`config.mk`:
```
export PLATFORM = sky130hd
export DESIGN_NAME = rv32_instruction_decoder
export DESIGN_NICKNAME = d
export VERILOG_FILES = /design/src/rv32dec_pkg.sv /design/src/rv32_instruction_decoder.sv
export SDC_FILE = /design/constraint.sdc
export NUM_CORES = 1
export LEC_CHECK = 0
export ABC_CLOCK_PERIOD_IN_PS = 10150
export BUFFER_PORTS_ARGS = -buffer_cell sky130_fd_sc_hd__buf_2
export CAP_MARGIN = 15
export CORE_MARGIN = 2
export CORE_UTILIZATION = 59
export DETAILED_ROUTE_END_ITERATION = 12
export PLACE_DENSITY = 0.95
export SLEW_MARGIN = 0
export SYNTH_ARGS = -nofsm -noshare
export SYNTH_HDL_FRONTEND = slang
export SYNTH_SLANG_ARGS = --single-unit
```
`constraint.sdc`:
```
create_clock -name i_clk -period 10.15 [get_ports i_clk]
set_clock_uncertainty 0.05 [all_clocks]
set_input_delay 1.5225 -clock i_clk [delete_from_list [all_inputs] [get_ports i_clk]]
set_output_delay 1.5225 -clock i_clk [all_outputs]
set_load 0.02 [all_outputs]
```
`src/rv32dec_pkg.sv`:
```
`default_nettype none
// ----------------------------------------------------------------------------
// rv32dec_pkg
// opcodes, mnemonic codes and the decoded result type for the rv32 decoder
// ----------------------------------------------------------------------------
package rv32dec_pkg;

    // major opcodes, bits 6..0
    localparam logic [6:0] OPC_LUI    = 7'b0110111;
    localparam logic [6:0] OPC_AUIPC  = 7'b0010111;
    localparam logic [6:0] OPC_JAL    = 7'b1101111;
    localparam logic [6:0] OPC_JALR   = 7'b1100111;
    localparam logic [6:0] OPC_BRANCH = 7'b1100011;
    localparam logic [6:0] OPC_LOAD   = 7'b0000011;
    localparam logic [6:0] OPC_STORE  = 7'b0100011;
    localparam logic [6:0] OPC_OPIMM  = 7'b0010011;
    localparam logic [6:0] OPC_OP     = 7'b0110011;
    localparam logic [6:0] OPC_FENCE  = 7'b0001111;
    localparam logic [6:0] OPC_SYSTEM = 7'b1110011;
    localparam logic [6:0] OPC_AMO    = 7'b0101111;

    // exact system words
    localparam logic [31:0] WORD_ECALL  = 32'h0000_0073;
    localparam logic [31:0] WORD_EBREAK = 32'h0010_0073;
    localparam logic [31:0] WORD_URET   = 32'h0020_0073;
    localparam logic [31:0] WORD_SRET   = 32'h1020_0073;
    localparam logic [31:0] WORD_MRET   = 32'h3020_0073;

    // amo funct5, bits 31..27
    localparam logic [4:0] AMO_SWAP = 5'h01;
    localparam logic [4:0] AMO_ADD  = 5'h00;
    localparam logic [4:0] AMO_XOR  = 5'h04;
    localparam logic [4:0] AMO_AND  = 5'h0C;
    localparam logic [4:0] AMO_OR   = 5'h08;
    localparam logic [4:0] AMO_MIN  = 5'h10;
    localparam logic [4:0] AMO_MAX  = 5'h14;
    localparam logic [4:0] AMO_MINU = 5'h18;
    localparam logic [4:0] AMO_MAXU = 5'h1C;

    // funct3 values
    localparam logic [2:0] F3_0 = 3'd0;
    localparam logic [2:0] F3_1 = 3'd1;
    localparam logic [2:0] F3_2 = 3'd2;
    localparam logic [2:0] F3_3 = 3'd3;
    localparam logic [2:0] F3_4 = 3'd4;
    localparam logic [2:0] F3_5 = 3'd5;
    localparam logic [2:0] F3_6 = 3'd6;
    localparam logic [2:0] F3_7 = 3'd7;

    // dense mnemonic codes
    localparam logic [5:0] MN_LUI     = 6'd0;
    localparam logic [5:0] MN_AUIPC   = 6'd1;
    localparam logic [5:0] MN_JAL     = 6'd2;
    localparam logic [5:0] MN_JALR    = 6'd3;
    localparam logic [5:0] MN_BEQ     = 6'd4;
    localparam logic [5:0] MN_BNE     = 6'd5;
    localparam logic [5:0] MN_BLT     = 6'd6;
    localparam logic [5:0] MN_BGE     = 6'd7;
    localparam logic [5:0] MN_BLTU    = 6'd8;
    localparam logic [5:0] MN_BGEU    = 6'd9;
    localparam logic [5:0] MN_LB      = 6'd10;
    localparam logic [5:0] MN_LH      = 6'd11;
    localparam logic [5:0] MN_LW      = 6'd12;
    localparam logic [5:0] MN_LBU     = 6'd13;
    localparam logic [5:0] MN_LHU     = 6'd14;
    localparam logic [5:0] MN_SB      = 6'd15;
    localparam logic [5:0] MN_SH      = 6'd16;
    localparam logic [5:0] MN_SW      = 6'd17;
    localparam logic [5:0] MN_ADDI    = 6'd18;
    localparam logic [5:0] MN_SLTI    = 6'd19;
    localparam logic [5:0] MN_SLTIU   = 6'd20;
    localparam logic [5:0] MN_XORI    = 6'd21;
    localparam logic [5:0] MN_ORI     = 6'd22;
    localparam logic [5:0] MN_ANDI    = 6'd23;
    localparam logic [5:0] MN_SLLI    = 6'd24;
    localparam logic [5:0] MN_SRLI    = 6'd25;
    localparam logic [5:0] MN_SRAI    = 6'd26;
    localparam logic [5:0] MN_ADD     = 6'd27;
    localparam logic [5:0] MN_SUB     = 6'd28;
    localparam logic [5:0] MN_SLL     = 6'd29;
    localparam logic [5:0] MN_SLT     = 6'd30;
    localparam logic [5:0] MN_SLTU    = 6'd31;
    localparam logic [5:0] MN_XOR     = 6'd32;
    localparam logic [5:0] MN_SRL     = 6'd33;
    localparam logic [5:0] MN_SRA     = 6'd34;
    localparam logic [5:0] MN_OR      = 6'd35;
    localparam logic [5:0] MN_AND     = 6'd36;
    localparam logic [5:0] MN_FENCE   = 6'd37;
    localparam logic [5:0] MN_CSRRW   = 6'd38;
    localparam logic [5:0] MN_CSRRS   = 6'd39;
    localparam logic [5:0] MN_CSRRC   = 6'd40;
    localparam logic [5:0] MN_CSRRWI  = 6'd41;
    localparam logic [5:0] MN_CSRRSI  = 6'd42;
    localparam logic [5:0] MN_CSRRCI  = 6'd43;
    localparam logic [5:0] MN_ECALL   = 6'd44;
    localparam logic [5:0] MN_EBREAK  = 6'd45;
    localparam logic [5:0] MN_URET    = 6'd46;
    localparam logic [5:0] MN_SRET    = 6'd47;
    localparam logic [5:0] MN_MRET    = 6'd48;
    localparam logic [5:0] MN_AMOSWAP = 6'd49;
    localparam logic [5:0] MN_AMOADD  = 6'd50;
    localparam logic [5:0] MN_AMOXOR  = 6'd51;
    localparam logic [5:0] MN_AMOAND  = 6'd52;
    localparam logic [5:0] MN_AMOOR   = 6'd53;
    localparam logic [5:0] MN_AMOMIN  = 6'd54;
    localparam logic [5:0] MN_AMOMAX  = 6'd55;
    localparam logic [5:0] MN_AMOMINU = 6'd56;
    localparam logic [5:0] MN_AMOMAXU = 6'd57;

    typedef struct packed {
        logic               is_valid;
        logic [5:0]         mnemonic;
        logic [4:0]         rd;
        logic [4:0]         rs1;
        logic [4:0]         rs2;
        logic signed [31:0] imm;
        logic [11:0]        csr;
    } t_decoded;

endpackage
`default_nettype wire

```
`src/rv32_instruction_decoder.sv`:
```
`default_nettype none
// ----------------------------------------------------------------------------
// rv32_instruction_decoder
// rv32i + a-extension amos (no lr/sc) + zicsr decoder: one instruction word in, one decoded beat out
// ----------------------------------------------------------------------------
//  channel  direction  handshake            payload
//  input    in         i_valid / o_ready    i_instr_word
//  output   out        o_valid / i_ready    o_is_valid, o_mnemonic, o_dest_reg,
//                                           o_src1_reg, o_src2_reg,
//                                           o_immediate, o_csr_address
//
//  one beat per cycle sustained while i_ready is high; word register, then
//  result register, with one level of decode logic between them
//  reset clears the two stage valid flags only; payload registers are not reset
//  when the result register holds a beat that is not taken, it holds and the
//  word register fills; o_ready drops only when both stages are full and
//  i_ready is low
// ----------------------------------------------------------------------------
module rv32_instruction_decoder
    import rv32dec_pkg::*;
(
    input  wire logic               i_clk,
    input  wire logic               i_rst_n,
    input  wire logic               i_valid,
    output logic                    o_ready,
    input  wire logic [31:0]        i_instr_word,
    output logic                    o_valid,
    input  wire logic               i_ready,
    output logic                    o_is_valid,
    output logic [5:0]              o_mnemonic,
    output logic [4:0]              o_dest_reg,
    output logic [4:0]              o_src1_reg,
    output logic [4:0]              o_src2_reg,
    output logic signed [31:0]      o_immediate,
    output logic [11:0]             o_csr_address
);

    // stage 1: captured word
    logic        r_in_valid;
    logic [31:0] r_word;

    // stage 2: decoded result
    logic        r_out_valid;
    t_decoded    r_res;
    t_decoded    n_res;

    logic        adv_out;   // result register may load
    logic        adv_in;    // word register may load

    assign adv_out = !r_out_valid || i_ready;
    assign adv_in  = !r_in_valid || adv_out;
    assign o_ready = adv_in;

    always_ff @(posedge i_clk) begin
        if (!i_rst_n) begin
            r_in_valid  <= 1'b0;
            r_out_valid <= 1'b0;
        end else begin
            if (adv_in) begin
                r_in_valid <= i_valid;
            end
            if (adv_out) begin
                r_out_valid <= r_in_valid;
            end
        end
    end

    always_ff @(posedge i_clk) begin
        if (adv_in && i_valid) begin
            r_word <= i_instr_word;
        end
        if (adv_out && r_in_valid) begin
            r_res <= n_res;
        end
    end

    // field slices of the captured word
    logic [6:0]         opc;
    logic [4:0]         rd;
    logic [2:0]         f3;
    logic [4:0]         rs1;
    logic [4:0]         rs2;
    logic               alt;
    logic signed [31:0] imm_i;
    logic signed [31:0] imm_s;
    logic signed [31:0] imm_b;
    logic signed [31:0] imm_j;
    logic signed [31:0] imm_u;
    logic signed [31:0] imm_sh;

    assign opc    = r_word[6:0];
    assign rd     = r_word[11:7];
    assign f3     = r_word[14:12];
    assign rs1    = r_word[19:15];
    assign rs2    = r_word[24:20];
    assign alt    = r_word[30];
    assign imm_i  = {{20{r_word[31]}}, r_word[31:20]};
    assign imm_s  = {{20{r_word[31]}}, r_word[31:25], r_word[11:7]};
    assign imm_b  = {{19{r_word[31]}}, r_word[31], r_word[7], r_word[30:25],
                     r_word[11:8], 1'b0};
    assign imm_j  = {{11{r_word[31]}}, r_word[31], r_word[19:12], r_word[20],
                     r_word[30:21], 1'b0};
    assign imm_u  = {r_word[31:12], 12'h000};
    assign imm_sh = {27'd0, rs2};

    always_comb begin
        n_res          = '0;
        n_res.is_valid = 1'b1;
        unique case (opc)
            OPC_LUI: begin
                n_res.mnemonic = MN_LUI;
                n_res.rd       = rd;
                n_res.imm      = imm_u;
            end
            OPC_AUIPC: begin
                n_res.mnemonic = MN_AUIPC;
                n_res.rd       = rd;
                n_res.imm      = imm_u;
            end
            OPC_JAL: begin
                n_res.mnemonic = MN_JAL;
                n_res.rd       = rd;
                n_res.imm      = imm_j;
            end
            OPC_JALR: begin
                n_res.mnemonic = MN_JALR;
                n_res.rd       = rd;
                n_res.rs1      = rs1;
                n_res.imm      = imm_i;
                n_res.is_valid = (f3 == F3_0);
            end
            OPC_BRANCH: begin
                n_res.rs1 = rs1;
                n_res.rs2 = rs2;
                n_res.imm = imm_b;
                unique case (f3)
                    F3_0:    n_res.mnemonic = MN_BEQ;
                    F3_1:    n_res.mnemonic = MN_BNE;
                    F3_4:    n_res.mnemonic = MN_BLT;
                    F3_5:    n_res.mnemonic = MN_BGE;
                    F3_6:    n_res.mnemonic = MN_BLTU;
                    F3_7:    n_res.mnemonic = MN_BGEU;
                    default: n_res.is_valid = 1'b0;
                endcase
            end
            OPC_LOAD: begin
                n_res.rd  = rd;
                n_res.rs1 = rs1;
                n_res.imm = imm_i;
                unique case (f3)
                    F3_0:    n_res.mnemonic = MN_LB;
                    F3_1:    n_res.mnemonic = MN_LH;
                    F3_2:    n_res.mnemonic = MN_LW;
                    F3_4:    n_res.mnemonic = MN_LBU;
                    F3_5:    n_res.mnemonic = MN_LHU;
                    default: n_res.is_valid = 1'b0;
                endcase
            end
            OPC_STORE: begin
                n_res.rs1 = rs1;
                n_res.rs2 = rs2;
                n_res.imm = imm_s;
                unique case (f3)
                    F3_0:    n_res.mnemonic = MN_SB;
                    F3_1:    n_res.mnemonic = MN_SH;
                    F3_2:    n_res.mnemonic = MN_SW;
                    default: n_res.is_valid = 1'b0;
                endcase
            end
            OPC_OPIMM: begin
                n_res.rd  = rd;
                n_res.rs1 = rs1;
                n_res.imm = imm_i;
                unique case (f3)
                    F3_0: n_res.mnemonic = MN_ADDI;
                    F3_1: begin
                        n_res.mnemonic = MN_SLLI;
                        n_res.imm      = imm_sh;
                    end
                    F3_2: n_res.mnemonic = MN_SLTI;
                    F3_3: n_res.mnemonic = MN_SLTIU;
                    F3_4: n_res.mnemonic = MN_XORI;
                    F3_5: begin
                        n_res.mnemonic = alt ? MN_SRAI : MN_SRLI;
                        n_res.imm      = imm_sh;
                    end
                    F3_6: n_res.mnemonic = MN_ORI;
                    F3_7: n_res.mnemonic = MN_ANDI;
                endcase
            end
            OPC_OP: begin
                n_res.rd  = rd;
                n_res.rs1 = rs1;
                n_res.rs2 = rs2;
                unique case (f3)
                    F3_0: n_res.mnemonic = alt ? MN_SUB : MN_ADD;
                    F3_1: n_res.mnemonic = MN_SLL;
                    F3_2: n_res.mnemonic = MN_SLT;
                    F3_3: n_res.mnemonic = MN_SLTU;
                    F3_4: n_res.mnemonic = MN_XOR;
                    F3_5: n_res.mnemonic = alt ? MN_SRA : MN_SRL;
                    F3_6: n_res.mnemonic = MN_OR;
                    F3_7: n_res.mnemonic = MN_AND;
                endcase
            end
            OPC_FENCE: begin
                n_res.mnemonic = MN_FENCE;
                n_res.is_valid = (f3 == F3_0);
            end
            OPC_SYSTEM: begin
                if (f3 == F3_0 || f3 == F3_4) begin
                    // environment and trap-return words match exactly
                    priority if (r_word == WORD_ECALL) begin
                        n_res.mnemonic = MN_ECALL;
                    end else if (r_word == WORD_EBREAK) begin
                        n_res.mnemonic = MN_EBREAK;
                    end else if (r_word == WORD_URET) begin
                        n_res.mnemonic = MN_URET;
                    end else if (r_word == WORD_SRET) begin
                        n_res.mnemonic = MN_SRET;
                    end else if (r_word == WORD_MRET) begin
                        n_res.mnemonic = MN_MRET;
                    end else begin
                        n_res.is_valid = 1'b0;
                    end
                end else begin
                    n_res.rd  = rd;
                    n_res.rs1 = rs1;
                    n_res.csr = r_word[31:20];
                    unique case (f3)
                        F3_1:    n_res.mnemonic = MN_CSRRW;
                        F3_2:    n_res.mnemonic = MN_CSRRS;
                        F3_3:    n_res.mnemonic = MN_CSRRC;
                        F3_5:    n_res.mnemonic = MN_CSRRWI;
                        F3_6:    n_res.mnemonic = MN_CSRRSI;
                        F3_7:    n_res.mnemonic = MN_CSRRCI;
                        default: n_res.is_valid = 1'b0;
                    endcase
                end
            end
            OPC_AMO: begin
                n_res.rd  = rd;
                n_res.rs1 = rs1;
                n_res.rs2 = rs2;
                unique case (r_word[31:27])
                    AMO_SWAP: n_res.mnemonic = MN_AMOSWAP;
                    AMO_ADD:  n_res.mnemonic = MN_AMOADD;
                    AMO_XOR:  n_res.mnemonic = MN_AMOXOR;
                    AMO_AND:  n_res.mnemonic = MN_AMOAND;
                    AMO_OR:   n_res.mnemonic = MN_AMOOR;
                    AMO_MIN:  n_res.mnemonic = MN_AMOMIN;
                    AMO_MAX:  n_res.mnemonic = MN_AMOMAX;
                    AMO_MINU: n_res.mnemonic = MN_AMOMINU;
                    AMO_MAXU: n_res.mnemonic = MN_AMOMAXU;
                    default:  n_res.is_valid = 1'b0;
                endcase
            end
            default: n_res.is_valid = 1'b0;
        endcase
        // unknown words report all-zero fields
        if (!n_res.is_valid) begin
            n_res = '0;
        end
    end

    assign o_valid       = r_out_valid;
    assign o_is_valid    = r_res.is_valid;
    assign o_mnemonic    = r_res.mnemonic;
    assign o_dest_reg    = r_res.rd;
    assign o_src1_reg    = r_res.rs1;
    assign o_src2_reg    = r_res.rs2;
    assign o_immediate   = r_res.imm;
    assign o_csr_address = r_res.csr;

    // reset empties the pipe
    a_reset_empty: assert property (@(posedge i_clk)
        !i_rst_n |=> !o_valid)
        else $error("result beat presented right after reset");

    // a filled word register moves on whenever the result register frees up
    a_advance: assert property (@(posedge i_clk) disable iff (!i_rst_n)
        r_in_valid && adv_out |=> o_valid)
        else $error("decoded beat lost between stages");

    // an unknown word carries all-zero fields
    a_invalid_zero: assert property (@(posedge i_clk) disable iff (!i_rst_n)
        o_valid && !o_is_valid |-> (o_mnemonic == 6'd0 && o_dest_reg == 5'd0 &&
        o_src1_reg == 5'd0 && o_src2_reg == 5'd0 && o_immediate == 32'sd0 &&
        o_csr_address == 12'd0))
        else $error("invalid decode with nonzero fields");

    // a nonzero csr number only comes with a csr mnemonic
    a_csr_only: assert property (@(posedge i_clk) disable iff (!i_rst_n)
        o_valid && o_csr_address != 12'd0 |-> (o_mnemonic == MN_CSRRW ||
        o_mnemonic == MN_CSRRS || o_mnemonic == MN_CSRRC ||
        o_mnemonic == MN_CSRRWI || o_mnemonic == MN_CSRRSI ||
        o_mnemonic == MN_CSRRCI))
        else $error("csr address on a non-csr instruction");

    // mnemonic stays within the dense code range
    a_mn_range: assert property (@(posedge i_clk) disable iff (!i_rst_n)
        o_valid |-> o_mnemonic <= MN_AMOMAXU)
        else $error("mnemonic code out of range");

endmodule
`default_nettype wire
```
# == Word level (Yosys, flattened, before mapping) ==
# Cells that the tools add are included.
# W data, S select, Z words.
# totals
reg_bits,100
output_inout_bits,68
# op_classes
n_eq_ne,32
muxes,37
bitwise,2
n_reduce_logical,24
# ops
cell,n
$pmux W32 S6,1
$pmux W6 S8,2
$mux W66,1
$pmux W6 S11,1
$pmux W6 S9,1
$pmux W6 S6,1
$eq A32 B21 Y1 const B,1
$eq A32 B22 Y1 const B,1
$eq A32 B29 Y1 const B,1
$eq A32 B30 Y1 const B,1
$eq A32 B7 Y1 const B,1
$mux W32,1
$mux W6,5
$eq A7 B6 Y1 const B,4
$eq A7 B7 Y1 const B,4
$mux W12,2
$pmux W4 S6,1
$eq A5 B5 Y1 const B,4
$pmux W4 S5,1
$pmux W5 S2,2
$pmux W5 S3,1
$eq A7 B5 Y1 const B,2
$eq A3 B3 Y1 const B,4
$reduce_or A6 Y1,2
28 further kinds,50

# == Depth between registers and ports, before layout ==
# logic_depth
ltp_word,10
ltp_mapped,10
ltp_nobuf,5

# == Least setup slack after synthesis ==
# Ideal clock, no wire load.
# synth_path
path_kind,input to register
from,input i_ready
to,"register r_res, in the netlist o_csr_address[0], enable pin"
arrival_time_ns,4.536
setup_slack_ns,5.066
path_stages,2
path_buffers,0
cell_sequence,nor2b_1 -> nor2b_1
# synth_via
elab_chain_cells,2
# synth_lines
item,line_no,rtl
from (decl),rv32_instruction_decoder.sv:28,"input wire logic i_ready,"
$logic_or A1 B1 Y1,rv32_instruction_decoder.sv:50,assign adv_out = !r_out_valid || i_ready;
$logic_and A1 B1 Y1,rv32_instruction_decoder.sv:72,if (adv_out && r_in_valid) begin
to (signal assigned),rv32_instruction_decoder.sv:73,r_res <= n_res;
to (decl),rv32_instruction_decoder.sv:44,t_decoded r_res;
# No other way between the ends.
# A chain may end at the register's enable or synchronous reset.

# == Final worst setup path ==
# layout_path
from,register r_word[3]
to,"register r_res, in the netlist o_src1_reg[4], data pin"
# layout_via
elab_chain_cells,8
word_cells_on_any_way,28
cone_classes,17 x eq/ne; 8 x mux; 3 x reduce/logical
# layout_lines
item,line_no,rtl
from (decl),rv32_instruction_decoder.sv:40,logic [31:0] r_word;
from (signal assigned),rv32_instruction_decoder.sv:70,r_word <= i_instr_word;
$eq A32 B30 Y1,rv32_instruction_decoder.sv:221,end else if (r_word == WORD_MRET) begin
$mux W1,rv32_instruction_decoder.sv:221,
$mux W1,rv32_instruction_decoder.sv:219,end else if (r_word == WORD_SRET) begin
$mux W1,rv32_instruction_decoder.sv:217,end else if (r_word == WORD_URET) begin
$mux W1,rv32_instruction_decoder.sv:215,end else if (r_word == WORD_EBREAK) begin
$mux W1,rv32_instruction_decoder.sv:213,priority if (r_word == WORD_ECALL) begin
$mux W7,rv32_instruction_decoder.sv:211,if (f3 == F3_0 || f3 == F3_4) begin
$pmux W1 S7,rv32_instruction_decoder.sv:109,unique case (opc)
# Several ways; a longest one is shown, not always the timed one.

==> results.sh <==
export IMPL_status="finished, final reports clean"
export IMPL_gp_congestion=0.9314
export IMPL_r2r_cells=6
export IMPL_reg2reg_slack_ps=6160
export IMPL_grt_total_usage=0.2520
export IMPL_holdPathStages=1
export IMPL_synthToLayoutAreaGrowth_pct=14.82
export IMPL_avgSynthCellArea_um2=12.01
export IMPL_cp_endpoint="o_src1_reg[4]"
export IMPL_power_uw=810.6
export IMPL_clockBufferDepth=2
export IMPL_timing_rr_start="r_word[3]"
export IMPL_regToRegEndpoint="o_src1_reg[4]"
export IMPL_setup_viol=0
export IMPL_hold_ws_ps=501.4
export IMPL_antenna_found_initial=0
export IMPL_die_area_mm2=0.008881
export IMPL_numCtsBuffers=9
export IMPL_synthCells=400
export IMPL_cellPowerDensity_mw_per_mm2=146.9
export IMPL_fillers=554
export IMPL_htreeDepth=3
export IMPL_synth_area_leaders="edfxtp_1, a21oi_1, nand2_1"
export IMPL_routed_wl_um=10880
export IMPL_clkTransAtPathRegs_ps=100
export IMPL_core_area_mm2=0.007807
export IMPL_grt_pass1_wl_um=16860
export IMPL_crit_type="flop to flop"
export IMPL_postCtsSetupRepairBufs=0
export IMPL_vdd_drop_max_mv=0.09609
export IMPL_hold_viol_final=0
export IMPL_clock_latency_ps=370
export IMPL_ys_ff_latch=100
export IMPL_ys_seq_area_frac=0.6208
export IMPL_gr_total_overflow=0
export IMPL_fin_nets=524
export IMPL_finalCritPeriodShare=0.3932
export IMPL_arrival_ps=4140
export IMPL_cts_resized=0
export IMPL_maxCapViolations=0
export IMPL_num_antenna_cells=0
export IMPL_netlist_area_mm2=0.004805
export IMPL_synth_fp_nets=436
export IMPL_synth_edf_count=98
export IMPL_ys_flop_type="edfxtp_1"
export IMPL_grt_max_degree=67
export IMPL_portBuffers=103
export IMPL_finish_utilization=0.7066
export IMPL_wl_per_cell_um=18.29
export IMPL_synthArstFlopShare=0
export IMPL_start_kind="flop"
export IMPL_max_freq_mhz=250.6
export IMPL_fp_dieH_um=94.24
export IMPL_max_slew_margin=0.3767
export IMPL_synth_top_area_cell="edfxtp_1"
export IMPL_yosysWarnings=0
export IMPL_ant_nets=0
export IMPL_vias_per_cell=6.207
export IMPL_drt_initial_drc_count=545
export IMPL_worstPathRequired_ps=10300
export IMPL_cts_tree="built"
export IMPL_holdBufCountCts=0
export IMPL_drv_slew=0
export IMPL_clockRootBuffer="clkbuf_8"
export IMPL_cp_startpoint="r_word[3]"
export IMPL_die_x_um=94.24
export IMPL_p_leak_uw=0.001806
export IMPL_grt_pass1_vias=3289
export IMPL_worst_slack_ps=6159
export IMPL_grt_setup_unrepaired="false"
export IMPL_fp_row_count=32
export IMPL_hpwl_um=7397
export IMPL_cp_max_fo=33
export IMPL_worstSetupEndpointType="flop"
export IMPL_dr_total_vias=3693
export IMPL_dp_slack_ps=6282
export IMPL_tns_ps=0
export IMPL_drive_gt1_frac=0.2819
export IMPL_synthDistinctLibCells=56
export IMPL_layout_min_cycle_time_ps=3991
export IMPL_worst_pin_slew_ps=911.4
export IMPL_drc=0
export IMPL_first_pass_iters=6
export IMPL_hold_path_class="flop to flop"
export IMPL_synth_top_cell_area_share=0.6125
export IMPL_ioPinCount=104
export IMPL_start_util=0.6154
export IMPL_cts_num_sinks=100
[cell usage after synthesis, drive strengths merged, types with 3 or more instances]
library cell and instances:
edfxtp 98, a21oi 32, nand2 32, nor2 21
clkbuf 20, and2 19, nor3b 19, o21ai 15
nor2b 12, buf 11, or4 11, nor3 10
a2111oi 9, nor4 8, inv 6, a211oi 5
nand2b 5, nand3b 5, or2 5, xnor2 5
a22oi 4, or3 4, nand3 3
[critical path, stage by stage (launching register included)]
cell and delay (ps):
edfxtp_1 640, nand4bb_1 740, or4_1 830, or4_1 580, and4_1 350, buf_4 330
nor3b_1 280
[kinds of logic (layout without fill, tap and decap cells)]
family	after synthesis	in the layout	synth area share
DFF	100	100	0.6208
xor gates and xnor gates	6	6	0.01094
and+or+nand+nor	166	166	0.2065
buffers and inverters	37	130	0.03750
AOI/OAI and AO/OA	89	89	0.1198
muxes	2	2	0.004427
[layout by cell type, fill, tap and decap left out, types with 3 or more instances in the layout]
| cell type | instances |
|---|---|
| a2111oi_0 | 9 |
| a211oi_1 | 5 |
| a21oi_1 | 32 |
| a22oi_1 | 4 |
| and2_1 | 19 |
| buf_2 | 103 |
| buf_4 | 5 |
| clkbuf_8 | 9 |
| edfxtp_1 | 98 |
| inv_1 | 6 |
| inv_6 | 3 |
| nand2_1 | 32 |
| nand2b_1 | 5 |
| nand3_1 | 3 |
| nand3b_1 | 5 |
| nor2_1 | 21 |
| nor2b_1 | 11 |
| nor3_1 | 10 |
| nor3b_1 | 15 |
| nor3b_2 | 4 |
| nor4_1 | 8 |
| o21ai_0 | 14 |
| or2_2 | 5 |
| or3_1 | 4 |
| or4_1 | 9 |
| xnor2_1 | 5 |
[metrics by stage]
step	std cells	area, µm²
floorplan	400	4805
global placement	579	5335
detailed placement	579	5335
CTS	595	5517
global route	595	5517
finish	595	5517
[routing by layer]
layer / GRT usage / routed length (µm)
met5: 0 / 0
met4: 0.1087 / 293
met3: 0.03852 / 1046
met2: 0.3899 / 5092
met1: 0.3575 / 4446
[how the worst min path moves through the flow]
stage                         end        from  slack (ps)
after floorplan           o_valid  r_in_valid         430
after global placement    o_valid  r_in_valid         450
after global routing      o_valid  r_in_valid         550
after CTS                 o_valid  r_in_valid         510
final                     o_valid  r_in_valid         500
after detailed placement  o_valid  r_in_valid         480
[area by class of cell]
type                            instances  area, µm²  area share
Clock inverter                          6      53.80    0.009753
Clock buffer                           10      127.6     0.02313
Multi-Input combinational cell        263       1649      0.2989
Inverter                                6      22.52    0.004083
Timing Repair Buffer                  108      553.0      0.1002
Tap cell                              102      127.6     0.02313
Sequential cell                       100       2983      0.5407
[power breakdown]
part | internal (µW) | switching (µW) | leakage [µW]
Sequential | 475 | 22.3 | 0.000908
Combinational | 28.7 | 49.7 | 0.000809
Clock | 93.9 | 141 | 0.0000898
(Power assumes the default switching activity.)
